--- src/rtl/core/xmad_pkg.sv ---
// Types, constants and decode helpers for the x86 memory-move decoder.
`timescale 1ns / 1ps
`default_nettype none

package xmad_pkg;

    // Longest legal instruction in bytes
    localparam int unsigned MAX_INSTR_BYTES = 15;
    localparam int unsigned COUNT_W         = 4;

    // Prefix bytes that are skipped
    localparam logic [7:0] PFX_ES        = 8'h26;
    localparam logic [7:0] PFX_CS        = 8'h2e;
    localparam logic [7:0] PFX_SS        = 8'h36;
    localparam logic [7:0] PFX_DS        = 8'h3e;
    localparam logic [7:0] PFX_FS        = 8'h64;
    localparam logic [7:0] PFX_GS        = 8'h65;
    localparam logic [7:0] PFX_OPSIZE    = 8'h66;
    localparam logic [7:0] PFX_ADDRSIZE  = 8'h67;

    // Opcodes
    localparam logic [7:0] OPC_ESCAPE    = 8'h0f;
    localparam logic [7:0] OPC_MOV_FIRST = 8'h88;
    localparam logic [7:0] OPC_MOV_LAST  = 8'h8c;
    localparam logic [7:0] OPC_MOV_IMM8  = 8'hc6;
    localparam logic [7:0] OPC_MOV_IMM   = 8'hc7;

    localparam logic [7:0] MODRM_REG_MASK = 8'b00111000;

    // Operand lengths in bytes
    localparam logic [2:0] LEN_BYTE  = 3'd1;
    localparam logic [2:0] LEN_WORD  = 3'd2;
    localparam logic [2:0] LEN_DWORD = 3'd4;

    // Register code for the immediate form (-1)
    localparam logic signed [3:0] REG_IMMEDIATE = -4'sd1;

    typedef enum logic [2:0] {
        ST_OK          = 3'd0,
        ST_NO_OPCODE   = 3'd1,
        ST_TWO_BYTE    = 3'd2,
        ST_UNSUPPORTED = 3'd3,
        ST_LENGTH      = 3'd4
    } status_t;

    typedef enum logic [2:0] {
        PH_PREFIX = 3'b001,
        PH_MODRM  = 3'b010,
        PH_TAIL   = 3'b100
    } phase_t;

    typedef struct packed {
        logic [7:0] instr_byte;
        logic       last_byte;
    } in_beat_t;

    typedef struct packed {
        logic signed [3:0] dest_register;
        logic [2:0]        operand_bytes;
        logic [31:0]       immediate_value;
        logic [2:0]        status;
    } out_beat_t;

    function automatic logic is_skip_byte(input logic [7:0] b);
        return (b == PFX_ES) || (b == PFX_CS) || (b == PFX_SS) || (b == PFX_DS) ||
               (b == PFX_FS) || (b == PFX_GS) || (b == PFX_OPSIZE) ||
               (b == PFX_ADDRSIZE);
    endfunction

    function automatic logic is_reg_form(input logic [7:0] op);
        return (op >= OPC_MOV_FIRST) && (op <= OPC_MOV_LAST);
    endfunction

    function automatic logic is_imm_form(input logic [7:0] op);
        return (op == OPC_MOV_IMM8) || (op == OPC_MOV_IMM);
    endfunction

endpackage

`default_nettype wire

--- src/rtl/core/x86_mov_access_decoder.sv ---
// Top level: byte-serial x86 move decoder with a registered result.
`timescale 1ns / 1ps
`default_nettype none

// Takes one instruction byte per beat on the item channel and returns one
// result beat per instruction, in the cycle after the byte marked last. A new
// byte is taken in every cycle while the result register is empty or being
// drained, so the sustained rate is one byte per clock; the only stall is a
// result beat held by result_ready low. The parser state registers hold the
// progress through prefix, opcode, ModRM and trailing bytes; the result is
// worked out from that state and the last byte in a single pass. A nonzero
// status returns zero in every other field.
module x86_mov_access_decoder
    import xmad_pkg::*;
(
    input  wire logic      clk,
    input  wire logic      rst_n,
    input  wire logic      item_valid,
    output logic           item_ready,
    input  wire in_beat_t  item,
    output logic           result_valid,
    input  wire logic      result_ready,
    output out_beat_t      result
);

    // Parser state
    phase_t             phase_reg,    phase_next;
    logic               ovr_reg,      ovr_next;
    logic [7:0]         opcode_reg,   opcode_next;
    logic [7:0]         modrm_reg,    modrm_next;
    logic [31:0]        tail_reg,     tail_next;
    logic [COUNT_W-1:0] count_reg,    count_next;
    status_t            err_reg,      err_next;
    logic [2:0]         after_reg,    after_next;

    // Result register
    logic               result_valid_reg, result_valid_next;
    out_beat_t          result_reg,       result_next;

    logic               accept;
    logic               finish;
    status_t            st;
    logic [2:0]         len;

    assign item_ready   = !result_valid_reg || result_ready;
    assign accept       = item_valid && item_ready;
    assign finish       = accept && item.last_byte;
    assign result_valid = result_valid_reg;
    assign result       = result_reg;

    // Per-byte parser update
    always_comb
    begin
        phase_next  = phase_reg;
        ovr_next    = ovr_reg;
        opcode_next = opcode_reg;
        modrm_next  = modrm_reg;
        tail_next   = tail_reg;
        count_next  = count_reg;
        err_next    = err_reg;
        after_next  = after_reg;

        if (count_reg >= COUNT_W'(MAX_INSTR_BYTES))
        begin
            if (err_reg == ST_OK)
                err_next = ST_LENGTH;
        end
        else
        begin
            count_next = count_reg + 1'b1;
        end

        if (err_next == ST_OK)
        begin
            unique case (phase_reg)
                PH_PREFIX:
                begin
                    if (is_skip_byte(item.instr_byte))
                    begin
                        if (item.instr_byte == PFX_OPSIZE)
                            ovr_next = 1'b1;
                    end
                    else
                    begin
                        opcode_next = item.instr_byte;
                        phase_next  = PH_MODRM;
                        if (item.instr_byte == OPC_ESCAPE)
                            err_next = ST_TWO_BYTE;
                        else if (!is_reg_form(item.instr_byte) &&
                                 !is_imm_form(item.instr_byte))
                            err_next = ST_UNSUPPORTED;
                    end
                end
                PH_MODRM:
                begin
                    modrm_next = item.instr_byte;
                    phase_next = PH_TAIL;
                end
                PH_TAIL:
                begin
                    tail_next = {item.instr_byte, tail_reg[31:8]};
                    if (after_reg != 3'd7)
                        after_next = after_reg + 3'd1;
                end
                default:
                begin
                    phase_next = phase_reg;
                end
            endcase
        end
    end

    // Result on the last byte, from the updated state
    always_comb
    begin
        st          = err_next;
        result_next = '0;

        if (st == ST_OK)
        begin
            if (phase_next == PH_PREFIX)
                st = ST_NO_OPCODE;
            else if (phase_next == PH_MODRM)
                st = ST_LENGTH;
        end

        if (ovr_next)
            len = LEN_WORD;
        else if (opcode_next[0])
            len = LEN_DWORD;
        else
            len = LEN_BYTE;

        if (st == ST_OK)
        begin
            if (is_reg_form(opcode_next))
            begin
                result_next.dest_register =
                    $signed({1'b0, 3'((modrm_next & MODRM_REG_MASK) >> 3)});
                result_next.operand_bytes = len;
            end
            else if (after_next < len)
            begin
                st = ST_LENGTH;
            end
            else
            begin
                result_next.dest_register = REG_IMMEDIATE;
                result_next.operand_bytes = len;
                unique case (len)
                    LEN_DWORD: result_next.immediate_value = tail_next;
                    LEN_WORD:  result_next.immediate_value = {16'd0, tail_next[31:16]};
                    default:   result_next.immediate_value = {24'd0, tail_next[31:24]};
                endcase
            end
        end

        if (st != ST_OK)
        begin
            result_next.dest_register   = '0;
            result_next.operand_bytes   = '0;
            result_next.immediate_value = '0;
        end
        result_next.status = st;
    end

    // Output handshake
    always_comb
    begin
        result_valid_next = result_valid_reg;
        if (finish)
            result_valid_next = 1'b1;
        else if (result_ready)
            result_valid_next = 1'b0;
    end

    // Parser registers
    always_ff @(posedge clk or negedge rst_n)
    begin
        if (!rst_n)
        begin
            phase_reg  <= PH_PREFIX;
            ovr_reg    <= 1'b0;
            opcode_reg <= '0;
            modrm_reg  <= '0;
            tail_reg   <= '0;
            count_reg  <= '0;
            err_reg    <= ST_OK;
            after_reg  <= '0;
        end
        else if (finish)
        begin
            phase_reg  <= PH_PREFIX;
            ovr_reg    <= 1'b0;
            opcode_reg <= '0;
            modrm_reg  <= '0;
            tail_reg   <= '0;
            count_reg  <= '0;
            err_reg    <= ST_OK;
            after_reg  <= '0;
        end
        else if (accept)
        begin
            phase_reg  <= phase_next;
            ovr_reg    <= ovr_next;
            opcode_reg <= opcode_next;
            modrm_reg  <= modrm_next;
            tail_reg   <= tail_next;
            count_reg  <= count_next;
            err_reg    <= err_next;
            after_reg  <= after_next;
        end
    end

    // Result valid flag
    always_ff @(posedge clk or negedge rst_n)
    begin
        if (!rst_n)
            result_valid_reg <= 1'b0;
        else
            result_valid_reg <= result_valid_next;
    end

    // Result payload, no reset
    always_ff @(posedge clk)
    begin
        if (finish)
            result_reg <= result_next;
    end

    // Checks
    a_err_zero: assert property (@(posedge clk) disable iff (!rst_n)
        result_valid && (result.status != ST_OK) |->
            (result.dest_register == 4'sd0) && (result.operand_bytes == 3'd0) &&
            (result.immediate_value == 32'd0))
        else $error("error result carries nonzero fields");

    a_ok_len: assert property (@(posedge clk) disable iff (!rst_n)
        result_valid && (result.status == ST_OK) |->
            (result.operand_bytes == LEN_BYTE) || (result.operand_bytes == LEN_WORD) ||
            (result.operand_bytes == LEN_DWORD))
        else $error("ok result with bad operand length");

    a_restart: assert property (@(posedge clk) disable iff (!rst_n)
        finish |=> (phase_reg == PH_PREFIX) && (count_reg == '0) && (err_reg == ST_OK)
                   && result_valid)
        else $error("parser not restarted after last byte");

    a_count_cap: assert property (@(posedge clk) disable iff (!rst_n)
        count_reg <= COUNT_W'(MAX_INSTR_BYTES))
        else $error("byte count beyond maximum");

    a_tail_phase: assert property (@(posedge clk) disable iff (!rst_n)
        (after_reg != 3'd0) |-> (phase_reg == PH_TAIL))
        else $error("trailing bytes counted outside tail phase");

endmodule

`default_nettype wire
--- config.mk ---
export PLATFORM = sky130hd
export DESIGN_NAME = x86_mov_access_decoder
export DESIGN_NICKNAME = d
export VERILOG_FILES = /design/src/rtl/core/xmad_pkg.sv /design/src/rtl/core/x86_mov_access_decoder.sv
export SDC_FILE = /design/constraint.sdc
export NUM_CORES = 1
export LEC_CHECK = 0
export ABC_CLOCK_PERIOD_IN_PS = 9100
export BUFFER_PORTS_ARGS = -buffer_cell sky130_fd_sc_hd__buf_2
export CORE_MARGIN = 10
export CORE_UTILIZATION = 45
export CTS_CLUSTER_SIZE = 10
export DETAILED_ROUTE_END_ITERATION = 8
export GPL_TIMING_DRIVEN = 0
export PLACE_DENSITY = 0.69
export SLEW_MARGIN = 20
export SYNTH_ARGS = -nofsm -noshare
export SYNTH_HDL_FRONTEND = slang
export SYNTH_SLANG_ARGS = --single-unit
--- constraint.sdc ---
create_clock -name clk -period 9.1 [get_ports clk]
set_input_delay 0.91 -clock clk [delete_from_list [all_inputs] [get_ports clk]]
set_output_delay 0.91 -clock clk [all_outputs]
set_load 0.01 [all_outputs]
* Word level (Yosys, flattened, before mapping)
Cells that the tools add are included.
** Storage, ports and cells
- Bits in registers :: 100
** Cells by class
- Add/sub/neg operators :: 2
- Equal/unequal tests :: 20
- Mux-type cells :: 54
- Reductions and logical operators :: 28
- Bitwise logic cells :: 1
- Magnitude comparators :: 6
** Operator list (number)
- $mux 32 :: 4
- $mux 3 :: 26
- $pmux 32 s2 :: 1
- $mux 8 :: 5
- $mux 39 :: 1
- $eq 8x6->1 const B :: 4
- $eq 8x7->1 const B :: 4
- $mux 6 :: 5
- $eq 8x8->1 const B :: 2
- $ge 8x8->1 const B :: 2
- $le 8x8->1 const B :: 2
- $logic_not 3->1 :: 4
- $mux 4 :: 3
- $eq 3x2->1 const B :: 3
- $logic_or 1x1->1 :: 9
- $eq 8x4->1 const B :: 1
- $mux 1 :: 8
- $eq 3x1->1 const B :: 2
- $eq 3x3->1 const B :: 2
- $pmux 3 s2 :: 1
- $logic_and 1x1->1 :: 5
- $add 4x1->4 const B :: 1
- $ge 4x4->1 const B :: 1
- $reduce_bool 2->1 :: 2
- 11 further kinds :: 13

* Depth between registers and ports, before layout
- Depth in word-level cells :: 20
- Gate-level depth with buffers :: 12
- Mapped depth without buffers :: 10

* Worst setup path after synthesis
OpenSTA, ideal clock, no wires.
- Path type :: input port to flip-flop
- From :: input port item[2] (netlist bit)
- To :: register result_reg, in the netlist result[35], data pin
- Arrival time :: 3.287 ns
- Setup time :: 0.279 ns
- Setup slack :: 5.533 ns
- Path buffers :: 2
- Stages on the path :: 11
- Path through :: buf_4 > nand4b_2 > nor4b_4 > o31ai_4 > a21oi_2 > inv_2 > ha_1 > or3_1 > o22ai_2 > buf_4 > a211oi_1
** Between the ends
- Longest elaborated chain between the ends :: 20
- Elaborated cells on any way between the ends :: 61
- Classes of those cells :: order compare (5); eq/ne (13); mux (25); bitwise (1); reduce/logical (17)
** RTL lines
- start, declared :: line x86_mov_access_decoder.sv:20 : input wire in_beat_t item,
- $eq 8x6->1 :: line xmad_pkg.sv:65 : return (b == PFX_ES) || (b == PFX_CS) || (b == PFX_SS) || (b == PFX_DS) ||
- $logic_or 1x1->1 (4 in a row) :: line xmad_pkg.sv:65
- $logic_or 1x1->1 (3 in a row) :: line xmad_pkg.sv:66 : (b == PFX_FS) || (b == PFX_GS) || (b == PFX_OPSIZE) ||
- $mux 3 :: line x86_mov_access_decoder.sv:78 : if (is_skip_byte(item.instr_byte))
- $pmux 3 s2 :: line x86_mov_access_decoder.sv:75 : unique case (phase_reg)
- $mux 3 :: line x86_mov_access_decoder.sv:73 : if (err_next == ST_OK)
- $eq 3x2->1 :: line x86_mov_access_decoder.sv:123 : else if (phase_next == PH_MODRM)
- $mux 3 :: line x86_mov_access_decoder.sv:123
- $mux 3 :: line x86_mov_access_decoder.sv:121 : if (phase_next == PH_PREFIX)
- $mux 3 :: line x86_mov_access_decoder.sv:119 : if (st == ST_OK)
- $mux 3 :: line x86_mov_access_decoder.sv:142 : else if (after_next < len)
- $mux 3 :: line x86_mov_access_decoder.sv:136 : if (is_reg_form(opcode_next))
- $mux 3 :: line x86_mov_access_decoder.sv:134 : if (st == ST_OK)
- $reduce_bool 3->1 :: line x86_mov_access_decoder.sv:158 : if (st != ST_OK)
- $reduce_or 2->1 (no source line)
- end signal, assigned :: line x86_mov_access_decoder.sv:228 : result_reg <= result_next;
- end, declared :: line x86_mov_access_decoder.sv:38 : out_beat_t result_reg, result_next;
Parallel ways exist; a longest one is shown, timed or not.
A chain may end at the register's enable or synchronous reset.

* Worst setup path in the final report
- From :: input port item[5] (netlist bit)
- To :: register result_reg, in the netlist result[35], data pin
Same word-level chain as after synthesis.

==> reports/metrics.yaml <==
power:
  seqPwrFrac_pct: 39.0
  switching_power_w: 0.000630
  powerDensity_nw_per_um2: 262
  comb_power_share_pct: 36.1
  p_int_w: 0.00104
  pwr-share-clk_pct: 25.0
  ir_drop_mv: 0.103
  p_leak_nw: 2.63
  p_sw_share_pct: 37.8
logic_synthesis:
  avgSynthCellArea_sq_um: 11.1
  synth_area_leaders: "dfrtp_1 26%, edfxtp_1 23%, o21ai_0 4.2%, mux2i_1 4.0%, a22oi_1 3.2%"
  ys_seq_area_share_pct: 48.9
  synth.most_common_cell: "dfrtp_1"
  synth-seq-cells: 100
  synthArstFlopShare_pct: 58.0
  synth_cells: 501
  synth_fp_nets: 518
  synthFlopType: "dfrtp_1"
  ys_warn_count: 0
  synthesis.area_sq_um: 5550
  synth_top_area_share_pct: 25.7
  synth_cell_types: 77
  netlist_top_cells_count: "57 x dfrtp_1, 47 x o21ai_0, 42 x edfxtp_1, 42 x nand2_1, 24 x a22oi_1"
  synth_edf_count: 42
  synth_top_area_cell: "dfrtp_1"
run_status:
  status: "finished clean"
placed_design:
  dpl.hpwl_microns: 10900
  port_buffers: 52
  gp_congestion: 0.884
  dpl_cell_area_sq_um: 6040
routing:
  wirelength_microns: 15000
  drc_errors: 0
  drt.antenna.violating_nets: 0
  vias_per_cell: 6.02
  dr_total_vias: 4445
  wire_per_inst_microns: 20.3
  first_pass_iters: 5
  drt_iter0_markers: 465
timing:
  setup_viol: 0
  hold_violations: 0
  setup_tns_ns: 0
  fin_crit_ns: 4.06
  slew_headroom_pct: 44.4
  rsz0062_at_grt: "no"
  post-route-period-util_pct: 44.6
  fmax_mhz: 246
  finClkSkew_ns: 0.00438
  finalMaxSlewViolations: 0
  worstMarginPinSlew_ns: 0.828
worst_setup_path:
  slowest_delay_ns: 0.60
  endpoint_kind: "register"
  path_cells: "buf_2 > clkbuf_1 > nor2_1 > nand4b_1 > o21ai_2 > clkbuf_1 > a21oi_2 > inv_2 > ha_1 > or3_1 > o22ai_2 > buf_4 > a211oi_1"
  cpMaxStageDelayCell: "clkbuf_1"
  start_kind: "input port"
  cp.arrival_ns: 4.13
  critPathKind: "in -> reg"
  cpMostUsedCell: "clkbuf_1"
  crit_required_ns: 9.16
  cp_max_fo: 10
  rr_worst_depth: 12
floorplanning:
  die_y_microns: 131
  core_area_sq_um: 12100
  rows: 40
  dieWidth_microns: 131
  start_util_pct: 46.0
  dieArea_sq_um: 17200
  ios: 57
clocking:
  cts_sinks: 100
  insertion_delay_ns: 0.35
  ctsHtreeMaxLevel: 3
  cts_root_buf: "clkbuf_16"
  postCtsSetupBuffers: 0
  ctsResizeCount: 0
  clkTransAtPathRegs_ns: 0.07
  cts_buffer_depth: 2
  ctsHoldBuffers: 0
  cts_tree: "yes"
  numCtsBuffers: 9
global_routing:
  grt_antenna_before_repair: 0
  gr-total-overflow: 0
  grt_first_pass_wirelength_microns: 24100
  grt_max_degree: 59
  grt_pass1_vias: 4449
  grt_use_total_pct: 18.0
finish:
  fillers: 1075
  fin_area_sq_um: 6370
  drive_above_1_share_pct: 22.3
  nets: 582
  n_antenna_cell: 0
  largest_register_ffs: 42
  syn_to_final_growth_pct: 14.8
worst_hold_path:
  hp-class: "reg -> reg"
  min_delay_path_depth: 1
flow_run:
  cap_violations: 0
==> power groups by stage <==
stage / Combinational (W) / Sequential (W) / Clock, W
2_1_floorplan: 0.000448 / 0.000632 / 0
3_3_place_gp: 0.000583 / 0.000651 / 0
3_5_place_dp: 0.000597 / 0.000655 / 0
4_1_cts: 0.000602 / 0.000646 / 0.000420
5_1_grt: 0.000660 / 0.000660 / 0.000436
6_report: 0.000601 / 0.000650 / 0.000416
==> cell type report <==
class                           instances  area [sq um]  area share (%)
Buffer                                 40           209            3.28
Clock buffer                           11           243            3.81
Clock inverter                          5          83.8            1.32
Inverter                                7          26.3           0.413
Multi-Input combinational cell        354          2600            40.8
Sequential cell                       100          2710            42.6
Tap cell                              168           210            3.30
Timing Repair Buffer                   53           283            4.44
==> cells in the final DEF, fill, tap and decap left out, types with 9 or more instances in the layout <==
master | synthesis | routed
buf_2 | 8 | 59
dfrtp_1 | 57 | 57
o21ai_0 | 47 | 47
nand2_1 | 42 | 42
edfxtp_1 | 42 | 42
a22oi_1 | 24 | 24
clkbuf_1 | 21 | 22
mux2i_1 | 22 | 22
nor2_1 | 20 | 20
a22o_1 | 18 | 18
a21oi_1 | 16 | 16
nor3_1 | 16 | 16
a211oi_1 | 12 | 12
and2_1 | 11 | 11
buf_4 | 9 | 10
o211a_1 | 9 | 9
nor4_2 | 9 | 9
clkbuf_16 | 0 | 9
==> routing by layer <==
metal	wire, microns	global-route usage (%)
met2	6890	28.1
met3	1030	3.10
met4	328	6.41
met5	0	0
met1	6770	24.6
==> worst max-delay path, delay by kind of cell <==
family | cells | cell delay (ns)
compound gates | 4 | 0.81
fa+ha+maj | 1 | 0.28
buf+inv | 5 | 1.38
simple gates | 3 | 0.72
==> cell families (layout without fill, tap and decap cells) <==
family | after synthesis | count (layout) | synth area share, %
mux | 27 | 27 | 5.10
compound gates | 168 | 168 | 22.6
fa+ha+maj | 4 | 4 | 0.902
simple gates | 154 | 154 | 18.1
flops | 100 | 100 | 48.9
buf+inv | 47 | 116 | 4.24
xor+xnor | 1 | 1 | 0.158
==> path summary, 6_finish.rpt <==
check                                 to  slack [ns]           from
max reg2reg                   result[35]        5.37   count_reg[0]
min                        opcode_reg[1]        0.49  opcode_reg[1]
min in group asynchronous   count_reg[3]        0.64          rst_n
max in group asynchronous   tail_reg[11]        7.98          rst_n
min reg2reg                opcode_reg[1]        0.49  opcode_reg[1]
max                           result[35]        5.04        item[5]
==> per-stage QoR <==
step | hold slack [ns] | std cells | power [W] | util, % | worst slack [ns]
2_1_floorplan | 0.460 | 501 | 0.00108 | - | 5.53
3_3_place_gp | 0.476 | 721 | 0.00123 | 49.9 | 4.79
3_5_place_dp | 0.479 | 722 | 0.00125 | 50.1 | 4.73
4_1_cts | 0.502 | 738 | 0.00167 | 52.8 | 5.09
5_1_grt | 0.510 | 738 | 0.00176 | 52.8 | 4.87
6_report | 0.495 | 738 | 0.00167 | 52.8 | 5.04
No activity file was read; power rests on OpenSTA's default activity.
